**src/design/pot_pkg.sv**
```systemverilog
// ----------------------------------------------------------------------------
// pot_pkg
// shared constants and types of the polygon overlap test
// ----------------------------------------------------------------------------
`default_nettype none
package pot_pkg;
    localparam int MaxVertices = 16;
    localparam int CoordWidth  = 16;
    localparam int IdxWidth    = $clog2(MaxVertices);
    localparam int CntWidth    = $clog2(MaxVertices + 1);
    localparam int QueueDepth  = 2;

    typedef logic signed [CoordWidth-1:0] t_coord;
    typedef logic [IdxWidth-1:0]          t_idx;
    typedef logic [CntWidth-1:0]          t_cnt;

    typedef struct packed {
        logic   action;
        t_coord vert_x;
        t_coord vert_y;
        logic   last_vertex;
    } t_in_word;

    typedef struct packed {
        logic   overlap;
    } t_out_word;

    // front to back: a store command or a test command
    typedef struct packed {
        logic   is_test;
        logic   poly;
        logic   store;
        t_idx   addr;
        t_coord x;
        t_coord y;
        t_cnt   n_first;
        t_cnt   n_second;
    } t_cmd;
endpackage
`default_nettype wire

```
**src/design/pot_if.sv**
```systemverilog
// ----------------------------------------------------------------------------
// pot_in_if / pot_out_if
// valid/ready channels of the polygon overlap test
// ----------------------------------------------------------------------------
`default_nettype none


interface pot_out_if;
    logic               valid;
    logic               ready;
    pot_pkg::t_out_word data;
    modport source (output valid, output data, input ready);
    modport sink   (input valid, input data, output ready);
endinterface
`default_nettype wire

```
**src/design/pot_back.sv**
```systemverilog
// ----------------------------------------------------------------------------
// pot_back
// vertex stores and the sequenced crossing-number test, one edge per step
// ----------------------------------------------------------------------------
`default_nettype none
module pot_back (
    input  wire logic          i_clk,
    input  wire logic          i_rst_n,
    input  pot_pkg::t_cmd      i_cmd,
    input  wire logic          i_valid,
    output logic               o_ready,
    pot_out_if.source          out_ch
);
    import pot_pkg::*;
    localparam int DW = CoordWidth + 1;
    localparam int PW = 2 * DW;

    typedef enum logic [5:0] {
        S_IDLE = 6'b000001,
        S_RDP  = 6'b000010,
        S_RDA  = 6'b000100,
        S_RDB  = 6'b001000,
        S_MUL  = 6'b010000,
        S_CMP  = 6'b100000
    } t_state;

    logic [2*CoordWidth-1:0] r_mem0 [MaxVertices];
    logic [2*CoordWidth-1:0] r_mem1 [MaxVertices];

    t_state r_st, n_st;
    logic   r_pass;                  // 0: first points vs second polygon
    t_cnt   r_nf, r_ns, r_pi, r_ei;
    logic   r_par, r_hit;
    logic   r_ovalid, r_oval;
    t_coord r_px, r_py, r_ax, r_ay;
    logic [2*CoordWidth-1:0] r_rd;
    logic signed [PW-1:0] r_p1, r_p2;
    logic   r_cnt_edge, r_dypos;

    t_cnt   npts, nedg, bi, pnext;
    t_idx   raddr;
    logic   rsel;
    t_coord bx, by;
    logic signed [DW-1:0] dy, dxp, dyp, dx;
    logic   take;

    assign o_ready      = (r_st == S_IDLE) && !r_ovalid;
    assign take         = i_valid && o_ready;
    assign out_ch.valid = r_ovalid;
    assign out_ch.data.overlap = r_oval;

    assign npts  = r_pass ? r_ns : r_nf;
    assign nedg  = r_pass ? r_nf : r_ns;
    assign bi    = (r_ei + t_cnt'(1) < nedg) ? r_ei + t_cnt'(1) : '0;
    assign pnext = r_pi + t_cnt'(1);
    assign bx    = t_coord'(r_rd[2*CoordWidth-1:CoordWidth]);
    assign by    = t_coord'(r_rd[CoordWidth-1:0]);
    assign dy    = DW'(by) - DW'(r_ay);
    assign dxp   = DW'(r_px) - DW'(r_ax);
    assign dyp   = DW'(r_py) - DW'(r_ay);
    assign dx    = DW'(bx) - DW'(r_ax);

    // next point / next pass selection
    function automatic logic [1:0] pick(input logic pass, input t_cnt pi,
                                        input t_cnt nf, input t_cnt ns);
        logic [1:0] r;
        r = 2'b00;
        // r[1]: done, r[0]: new pass
        if (!pass) begin
            if (pi + t_cnt'(1) < nf) r = 2'b00;
            else if (ns != '0)       r = 2'b01;
            else                     r = 2'b10;
        end else begin
            if (pi + t_cnt'(1) < ns) r = 2'b00;
            else                     r = 2'b10;
        end
        return r;
    endfunction

    logic [1:0] nx;
    assign nx = pick(r_pass, r_pi, r_nf, r_ns);

    // read address for the data needed in the next state, indexes still old
    always_comb begin
        rsel  = 1'b0;
        raddr = '0;
        case (n_st)
            S_RDP: begin
                if (r_st == S_CMP) begin
                    rsel  = r_pass | nx[0];
                    raddr = nx[0] ? '0 : pnext[IdxWidth-1:0];
                end else begin
                    rsel  = r_pass;
                    raddr = r_pi[IdxWidth-1:0];
                end
            end
            S_RDA: begin
                rsel  = !r_pass;
                raddr = (r_st == S_CMP) ? bi[IdxWidth-1:0] : r_ei[IdxWidth-1:0];
            end
            S_RDB:   begin rsel = !r_pass; raddr = bi[IdxWidth-1:0];   end
            S_MUL:   begin rsel = !r_pass; raddr = bi[IdxWidth-1:0];   end
            default: begin rsel = 1'b0;    raddr = '0;                 end
        endcase
    end

    always_ff @(posedge i_clk) begin
        if (take && i_cmd.store && !i_cmd.poly) r_mem0[i_cmd.addr] <= {i_cmd.x, i_cmd.y};
        if (take && i_cmd.store && i_cmd.poly)  r_mem1[i_cmd.addr] <= {i_cmd.x, i_cmd.y};
        r_rd <= rsel ? r_mem1[raddr] : r_mem0[raddr];
    end

    always_comb begin
        n_st = r_st;
        case (r_st)
            S_IDLE: if (take && i_cmd.is_test) begin
                if (i_cmd.n_first != '0 && i_cmd.n_second != '0) n_st = S_RDP;
                else n_st = S_IDLE;
            end
            S_RDP:  n_st = S_RDA;
            S_RDA:  n_st = S_RDB;
            S_RDB:  n_st = S_MUL;
            S_MUL:  n_st = S_CMP;
            S_CMP: begin
                if (r_ei + t_cnt'(1) < nedg) n_st = S_RDA;
                else if ((r_par ^ (r_cnt_edge && (r_dypos ? r_p1 <= r_p2 : r_p1 <= r_p2)))
                         || nx[1]) n_st = S_IDLE;
                else n_st = S_RDP;
            end
            default: n_st = S_IDLE;
        endcase
    end

    logic hit_now, par_now;
    assign hit_now = r_cnt_edge && (r_p1 <= r_p2);
    assign par_now = r_par ^ hit_now;

    always_ff @(posedge i_clk) begin
        if (!i_rst_n) begin
            r_st     <= S_IDLE;
            r_ovalid <= 1'b0;
        end else begin
            r_st <= n_st;
            if (out_ch.valid && out_ch.ready) r_ovalid <= 1'b0;
            if (r_st == S_IDLE && take && i_cmd.is_test &&
                (i_cmd.n_first == '0 || i_cmd.n_second == '0)) begin
                r_ovalid <= 1'b1;
            end
            if (r_st == S_CMP && n_st == S_IDLE) r_ovalid <= 1'b1;
        end
    end

    always_ff @(posedge i_clk) begin
        case (r_st)
            S_IDLE: begin
                r_nf <= i_cmd.n_first;
                r_ns <= i_cmd.n_second;
                r_pass <= 1'b0;
                r_pi <= '0;
                r_ei <= '0;
                r_par <= 1'b0;
                // result word stays put until the next word is taken
                if (take) r_oval <= 1'b0;
            end
            S_RDP: begin r_px <= bx; r_py <= by; end
            S_RDA: begin r_ax <= bx; r_ay <= by; end
            S_RDB: ;
            S_MUL: begin
                r_cnt_edge <= (r_ay > r_py) != (by > r_py);
                r_dypos    <= dy > 0;
                // a*b <= c*d; for dy<=0 swap sides: dyp*dx <= dxp*dy
                if (dy > 0) begin
                    r_p1 <= PW'(dxp) * PW'(dy);
                    r_p2 <= PW'(dyp) * PW'(dx);
                end else begin
                    r_p1 <= PW'(dyp) * PW'(dx);
                    r_p2 <= PW'(dxp) * PW'(dy);
                end
            end
            S_CMP: begin
                if (r_ei + t_cnt'(1) < nedg) begin
                    r_ei  <= r_ei + t_cnt'(1);
                    r_par <= par_now;
                end else begin
                    r_ei  <= '0;
                    r_par <= 1'b0;
                    if (par_now) r_oval <= 1'b1;
                    else if (nx[0]) begin r_pass <= 1'b1; r_pi <= '0; end
                    else r_pi <= r_pi + t_cnt'(1);
                end
            end
            default: ;
        endcase
    end

    logic unused;
    assign unused = r_hit ^ r_dypos ^ (npts == '0);
    always_ff @(posedge i_clk) r_hit <= unused;
endmodule
`default_nettype wire
```
**src/flat_wrapper.sv**
```systemverilog
// flat-port wrapper written by rule: the top's interface ports become plain ports
module pot_back_flat import pot_pkg::*;
  (i_clk, i_rst_n, i_cmd, i_valid, o_ready, out_ch_valid, out_ch_data, out_ch_ready);
  pot_out_if out_ch_i ();
  input  wire logic i_clk;
  input  wire logic i_rst_n;
  input  pot_pkg::t_cmd i_cmd;
  input  wire logic i_valid;
  output logic o_ready;
  output wire logic [$bits(out_ch_i.valid)-1:0] out_ch_valid;
  output wire logic [$bits(out_ch_i.data)-1:0] out_ch_data;
  input wire logic [$bits(out_ch_i.ready)-1:0] out_ch_ready;
  assign out_ch_valid = out_ch_i.valid;
  assign out_ch_data = out_ch_i.data;
  assign out_ch_i.ready = out_ch_ready;
  pot_back u_core (.i_clk(i_clk), .i_rst_n(i_rst_n), .i_cmd(i_cmd), .i_valid(i_valid), .o_ready(o_ready), .out_ch(out_ch_i));
endmodule
```
**config.mk**
```make
export PLATFORM = sky130hd
export DESIGN_NAME = pot_back_flat
export DESIGN_NICKNAME = d
export VERILOG_FILES = /design/src/design/pot_pkg.sv /design/src/design/pot_if.sv /design/src/design/pot_back.sv /design/src/flat_wrapper.sv
export SDC_FILE = /design/constraint.sdc
export NUM_CORES = 2
export LEC_CHECK = 0
export ABC_AREA = 1
export ABC_CLOCK_PERIOD_IN_PS = 7200
export BUFFER_PORTS_ARGS = -buffer_cell sky130_fd_sc_hd__buf_2
export CORE_AREA = 10 10 476 478
export DETAILED_ROUTE_END_ITERATION = 8
export DIE_AREA = 0 0 486 488
export HOLD_SLACK_MARGIN = 0.08
export PLACE_DENSITY = 0.52
export SETUP_SLACK_MARGIN = 0.4
export SYNTH_ARGS = -nofsm -noshare
export SYNTH_HDL_FRONTEND = slang
export SYNTH_SLANG_ARGS = --single-unit
```
**constraint.sdc**
```tcl
create_clock -name i_clk -period 7.2 [get_ports i_clk]
set_input_delay 1.08 -clock i_clk [delete_from_list [all_inputs] [get_ports i_clk]]
set_output_delay 1.08 -clock i_clk [all_outputs]
set_load 0.01 [all_outputs]
```
==> results <==
- The number of levels the H-tree was split into is 4.
- The highest net fanout along the worst path is 6.
- The min-delay analysis places its worst path in the category reg2reg.
- The later pin in the worst-skew pair is clocked with a latency of 820 ps.
- The congestion estimate from routability-driven global placement came to 0.886.
- TritonCTS created 141 clock buffers.
- The overall routing resource usage is 19.2%.
- Summing the sequential cell areas from Yosys gives 46.6% of the chip area.
- The worst reg2reg path startpoint is u_core.r_ax[0]$_DFFE_PN_.
- The number of pins exceeding their max-slew limit in the final report came to 0.
- For the worst flop-to-flop path, the logic depth is 44.
- The data arrival at the endpoint of the critical path is 8470 ps.
- Setup repair after global routing could not meet its margin everywhere.
- The number of global-route vias before repair is 56600.
- The proportion of layout cells with a drive suffix above 1 is 17.0%.
- The worst setup path is of the reg2reg kind.
- The longest clock path from root to sink contains 3 buffers.
- The hold violation count in the final report is 0.
- The first global-routing pass estimated 352000 µm of wire.
- For this block, the initial DRC count from the detailed router was 4568.
- Synthesis produced 7906 cells.
- The post-CTS clock slew at the launch and capture registers of the worst setup and hold paths is 60 ps.
- The post-route clock skew is 49.8 ps.
- The tree is rooted in a sky130_fd_sc_hd__clkbuf_16.
- The number of optimization iterations in the first detailed-route pass is 8.
- After layout, the worst setup slack is -721 ps.
- The commonest register cell after synthesis is sky130_fd_sc_hd__edfxtp_1.
- The die is 488 µm tall.
- The TritonCTS clock tree is yes.
- The final-layout worst hold slack is 453 ps.
- For this run the aggregate overflow at the end of global routing stands at 0.
- Dividing the detail-routed wire length by the instance count gives 20.1 µm.
- Counting flops with an async set or reset pin after synthesis yields a share of 0%.
- The startpoint class of the critical path is a register.
- 56 I/O pins were placed.
- The setup slack on the worst flop-to-flop path is -720 ps.
- The die outline area is 237000 µm².
- Input and output buffers added on the ports amount to 55.
- The initial antenna violation count is 20.
- The highest clock frequency the design can meet is 126 MHz.
- STA puts the critical path data required time at 7740 ps.
- In the routed layout, each cell is associated on average with a via count of 4.92.
- The initial cell density of the core is 35.9%.
- The largest individual stage delay along the critical path comes from the cell sky130_fd_sc_hd__fa_2.
- Once layout is done, the placed cells without fillers occupy 93000 µm².
- The most critical setup path has its endpoint at u_core.r_p2[33]$_DFFE_PP_.
- The standard cell core area is 217000 µm².
- The worst pin sits at a relative slew slack of 25.2%.
- The area of the mapped netlist is 77600 µm².
- The area growth from synthesis to layout is 19.7%.
- The sum of net half-perimeters after detailed placement is 154000 µm.
- The post-synthesis sequential element count is 1219.
- Summed over all layers, the routed wires come to 232000 µm.
- The critical path endpoint category is a register.
- For this design, the CTS-stage hold fixing added 0 buffers.
- In the routed design, unresolved DRC markers number 0.
- The count of different cell masters after synthesis is 59.
- The final period utilization is 110%.
- Entering global routing, the biggest net connects 139 pins.
- The number of setup violations in the final report is 38.
- Leaving out filler cells and counting taps, the final layout contains 11500.
- The number of warning messages in the yosys log is 0.
- The flow ran to the end, but the final reports show violations.
- The post-synthesis average cell area is 9.82 µm².
- After detailed placement, the design holds a cell count of 11100.
- The reported max-cap violation count is 0.
- The tree built by TritonCTS fans out to 1219 sinks.
- The detailed-route via count is 56600.
- The endpoint of the worst register-to-register path is u_core.r_p2[33]$_DFFE_PP_.
- Summing all placed instances gives a cell area of 85900 µm².
- The delay contributed by the slowest stage of the critical path is 540 ps.
- Setup total negative slack on the finished layout was measured at -18780 ps.
- The clock period minus worst slack is 7920 ps.
- The final reports fail on negative setup slack.
- The antenna violation net count after detailed routing is 0.
- The die is 486 µm wide.
- The final net count is 9484.
- The number of nets handed over by synthesis was 8854.
- The cell row count is 171.
- At the pin with the least slew margin, the transition time is 1120 ps.
- Counting flops with a built-in enable in the synthesized netlist gives 1180.
- The most critical setup path has its startpoint at u_core.r_ax[0]$_DFFE_PN_.
-- flip-flops by register name, summed over array words and instances, names as in the netlist, 6 cells and up --
name	flops
u_core.r_p2	34
u_core.r_ay	16
u_core.r_p1	34
u_core.r_rd	32
u_core.r_px	16
u_core.r_st	6
u_core.r_mem1	512
u_core.r_ax	16
u_core.r_mem0	512
u_core.r_py	16
-- worst max-delay path: cells and delay by family, from the launching register on --
| family | cells | cell delay, ps |
|---|---|---|
| XOR/XNOR | 2 | 440 |
| AND/OR/NAND/NOR | 13 | 1040 |
| buffers and inverters | 11 | 940 |
| adder cells (fa/ha/maj) | 9 | 3760 |
| AO/OA/AOI/OAI | 9 | 1060 |
| flip-flops | 1 | 400 |
-- metal layers --
layer | up-vias | routed length (µm) | GRT usage [%]
met2 | 1623 | 112000 | 32.7
met1 | 28000 | 100000 | 25.8
met4 | 6 | 5710 | 4.62
met5 | - | 47 | 0
li1 | 26700 | - | -
met3 | 326 | 13200 | 2.64
-- cells in the mapped netlist, types with 35 or more instances --
| master | number | area [µm²] |
|---|---|---|
| sky130_fd_sc_hd__fa_1 | 596 | 11900 |
| sky130_fd_sc_hd__buf_4 | 40 | 300 |
| sky130_fd_sc_hd__a21oi_1 | 162 | 811 |
| sky130_fd_sc_hd__inv_1 | 1441 | 5410 |
| sky130_fd_sc_hd__buf_2 | 206 | 1030 |
| sky130_fd_sc_hd__nand3_1 | 1203 | 6020 |
| sky130_fd_sc_hd__nor2_1 | 387 | 1450 |
| sky130_fd_sc_hd__xnor2_1 | 35 | 307 |
| sky130_fd_sc_hd__edfxtp_1 | 1180 | 35400 |
| sky130_fd_sc_hd__ha_1 | 299 | 3740 |
| sky130_fd_sc_hd__dfxtp_1 | 39 | 781 |
| sky130_fd_sc_hd__xor2_1 | 80 | 701 |
| sky130_fd_sc_hd__nand3b_1 | 164 | 1230 |
| sky130_fd_sc_hd__o21ai_0 | 56 | 280 |
| sky130_fd_sc_hd__clkbuf_1 | 78 | 293 |
| sky130_fd_sc_hd__nand2_1 | 1730 | 6490 |
-- cell type report --
| class | instances | area [µm²] |
|---|---|---|
| fillers | 20700 | 124000 |
| clock inverters | 77 | 808 |
| clock buffers | 178 | 3710 |
| multi-input cells | 4867 | 36300 |
| repair buffers | 839 | 6800 |
| diodes | 4 | 10.0 |
| well taps | 2854 | 3570 |
| flip-flops and latches | 1219 | 36200 |
| inverters | 1468 | 5550 |
-- repair_timing --
| item | CTS | global route |
|---|---|---|
| setup endpoints to repair | 45 | 49 |
| gates resized for setup | 256 | 150 |
| endpoints found under the hold margin | 0 | 0 |
| setup buffers | 63 | 37 |
| pin swaps | 206 | 138 |
-- worst min path at each step --
stage | startpoint | to | cells after the start
finish | u_core.r_rd[0]$_DFF_P_ | u_core.r_py[0]$_DFFE_PP_ | 0
global route | i_cmd[3] | u_core.r_ns[3]$_DFFE_PP_ | 1
CTS | i_cmd[1] | u_core.r_ns[1]$_DFFE_PP_ | 1
detailed placement | u_core.r_rd[0]$_DFF_P_ | u_core.r_py[0]$_DFFE_PP_ | 0
global placement | u_core.r_rd[0]$_DFF_P_ | u_core.r_py[0]$_DFFE_PP_ | 0
floorplan | u_core.r_rd[16]$_DFF_P_ | u_core.r_ax[0]$_DFFE_PN_ | 0
-- cell families after synthesis --
family          count (synthesis)  synth area share [%]
simple gates                 3559                  20.2
buf+inv                      1820                  9.46
compound gates                297                  2.17
flops                        1219                  46.6
fa+ha+maj                     895                  20.2
xor+xnor                      116                  1.32
-- layout by cell type (no fill, tap or decap), types with 8 or more instances in the layout --
master                      count
sky130_fd_sc_hd__xor2_2        16
sky130_fd_sc_hd__ha_4          39
sky130_fd_sc_hd__ha_1         256
sky130_fd_sc_hd__nand3b_1     164
sky130_fd_sc_hd__nand4_1       19
sky130_fd_sc_hd__xnor2_1       25
sky130_fd_sc_hd__nor2_1       334
sky130_fd_sc_hd__nor3_1        14
sky130_fd_sc_hd__edfxtp_1    1180
sky130_fd_sc_hd__o21ai_1       16
sky130_fd_sc_hd__xor2_1        59
sky130_fd_sc_hd__nand3_2       10
sky130_fd_sc_hd__fa_1         565
sky130_fd_sc_hd__o21ai_2       27
sky130_fd_sc_hd__buf_12        38
sky130_fd_sc_hd__nand3_1     1193
sky130_fd_sc_hd__dfxtp_1       39
sky130_fd_sc_hd__clkinv_2      22
sky130_fd_sc_hd__o21ai_0       26
sky130_fd_sc_hd__a21oi_2       44
sky130_fd_sc_hd__fa_2          31
sky130_fd_sc_hd__a21oi_1      100
sky130_fd_sc_hd__buf_4        703
sky130_fd_sc_hd__inv_2         60
sky130_fd_sc_hd__inv_1       1385
sky130_fd_sc_hd__nand2_4       17
sky130_fd_sc_hd__clkinv_16      8
sky130_fd_sc_hd__nor2_4        37
sky130_fd_sc_hd__or2_2         13
sky130_fd_sc_hd__buf_2         55
sky130_fd_sc_hd__a21o_1        13
sky130_fd_sc_hd__a21oi_4       20
sky130_fd_sc_hd__clkinv_1      44
sky130_fd_sc_hd__buf_6         42
sky130_fd_sc_hd__clkbuf_1      34
sky130_fd_sc_hd__nor2_2        19
sky130_fd_sc_hd__clkbuf_16    142
sky130_fd_sc_hd__nand2_2       51
sky130_fd_sc_hd__nand2_1     1665
-- per-stage QoR --
step	util (%)	worst slack [ps]
6_report	42.9	-721
5_1_grt	42.9	-1090
4_1_cts	42.5	-681
3_5_place_dp	39.7	-940
3_3_place_gp	39.7	-1000
2_1_floorplan	-	-182
Power is not shown: default switching activity piles up to over one toggle a cycle in this logic, so the estimate is an artifact.
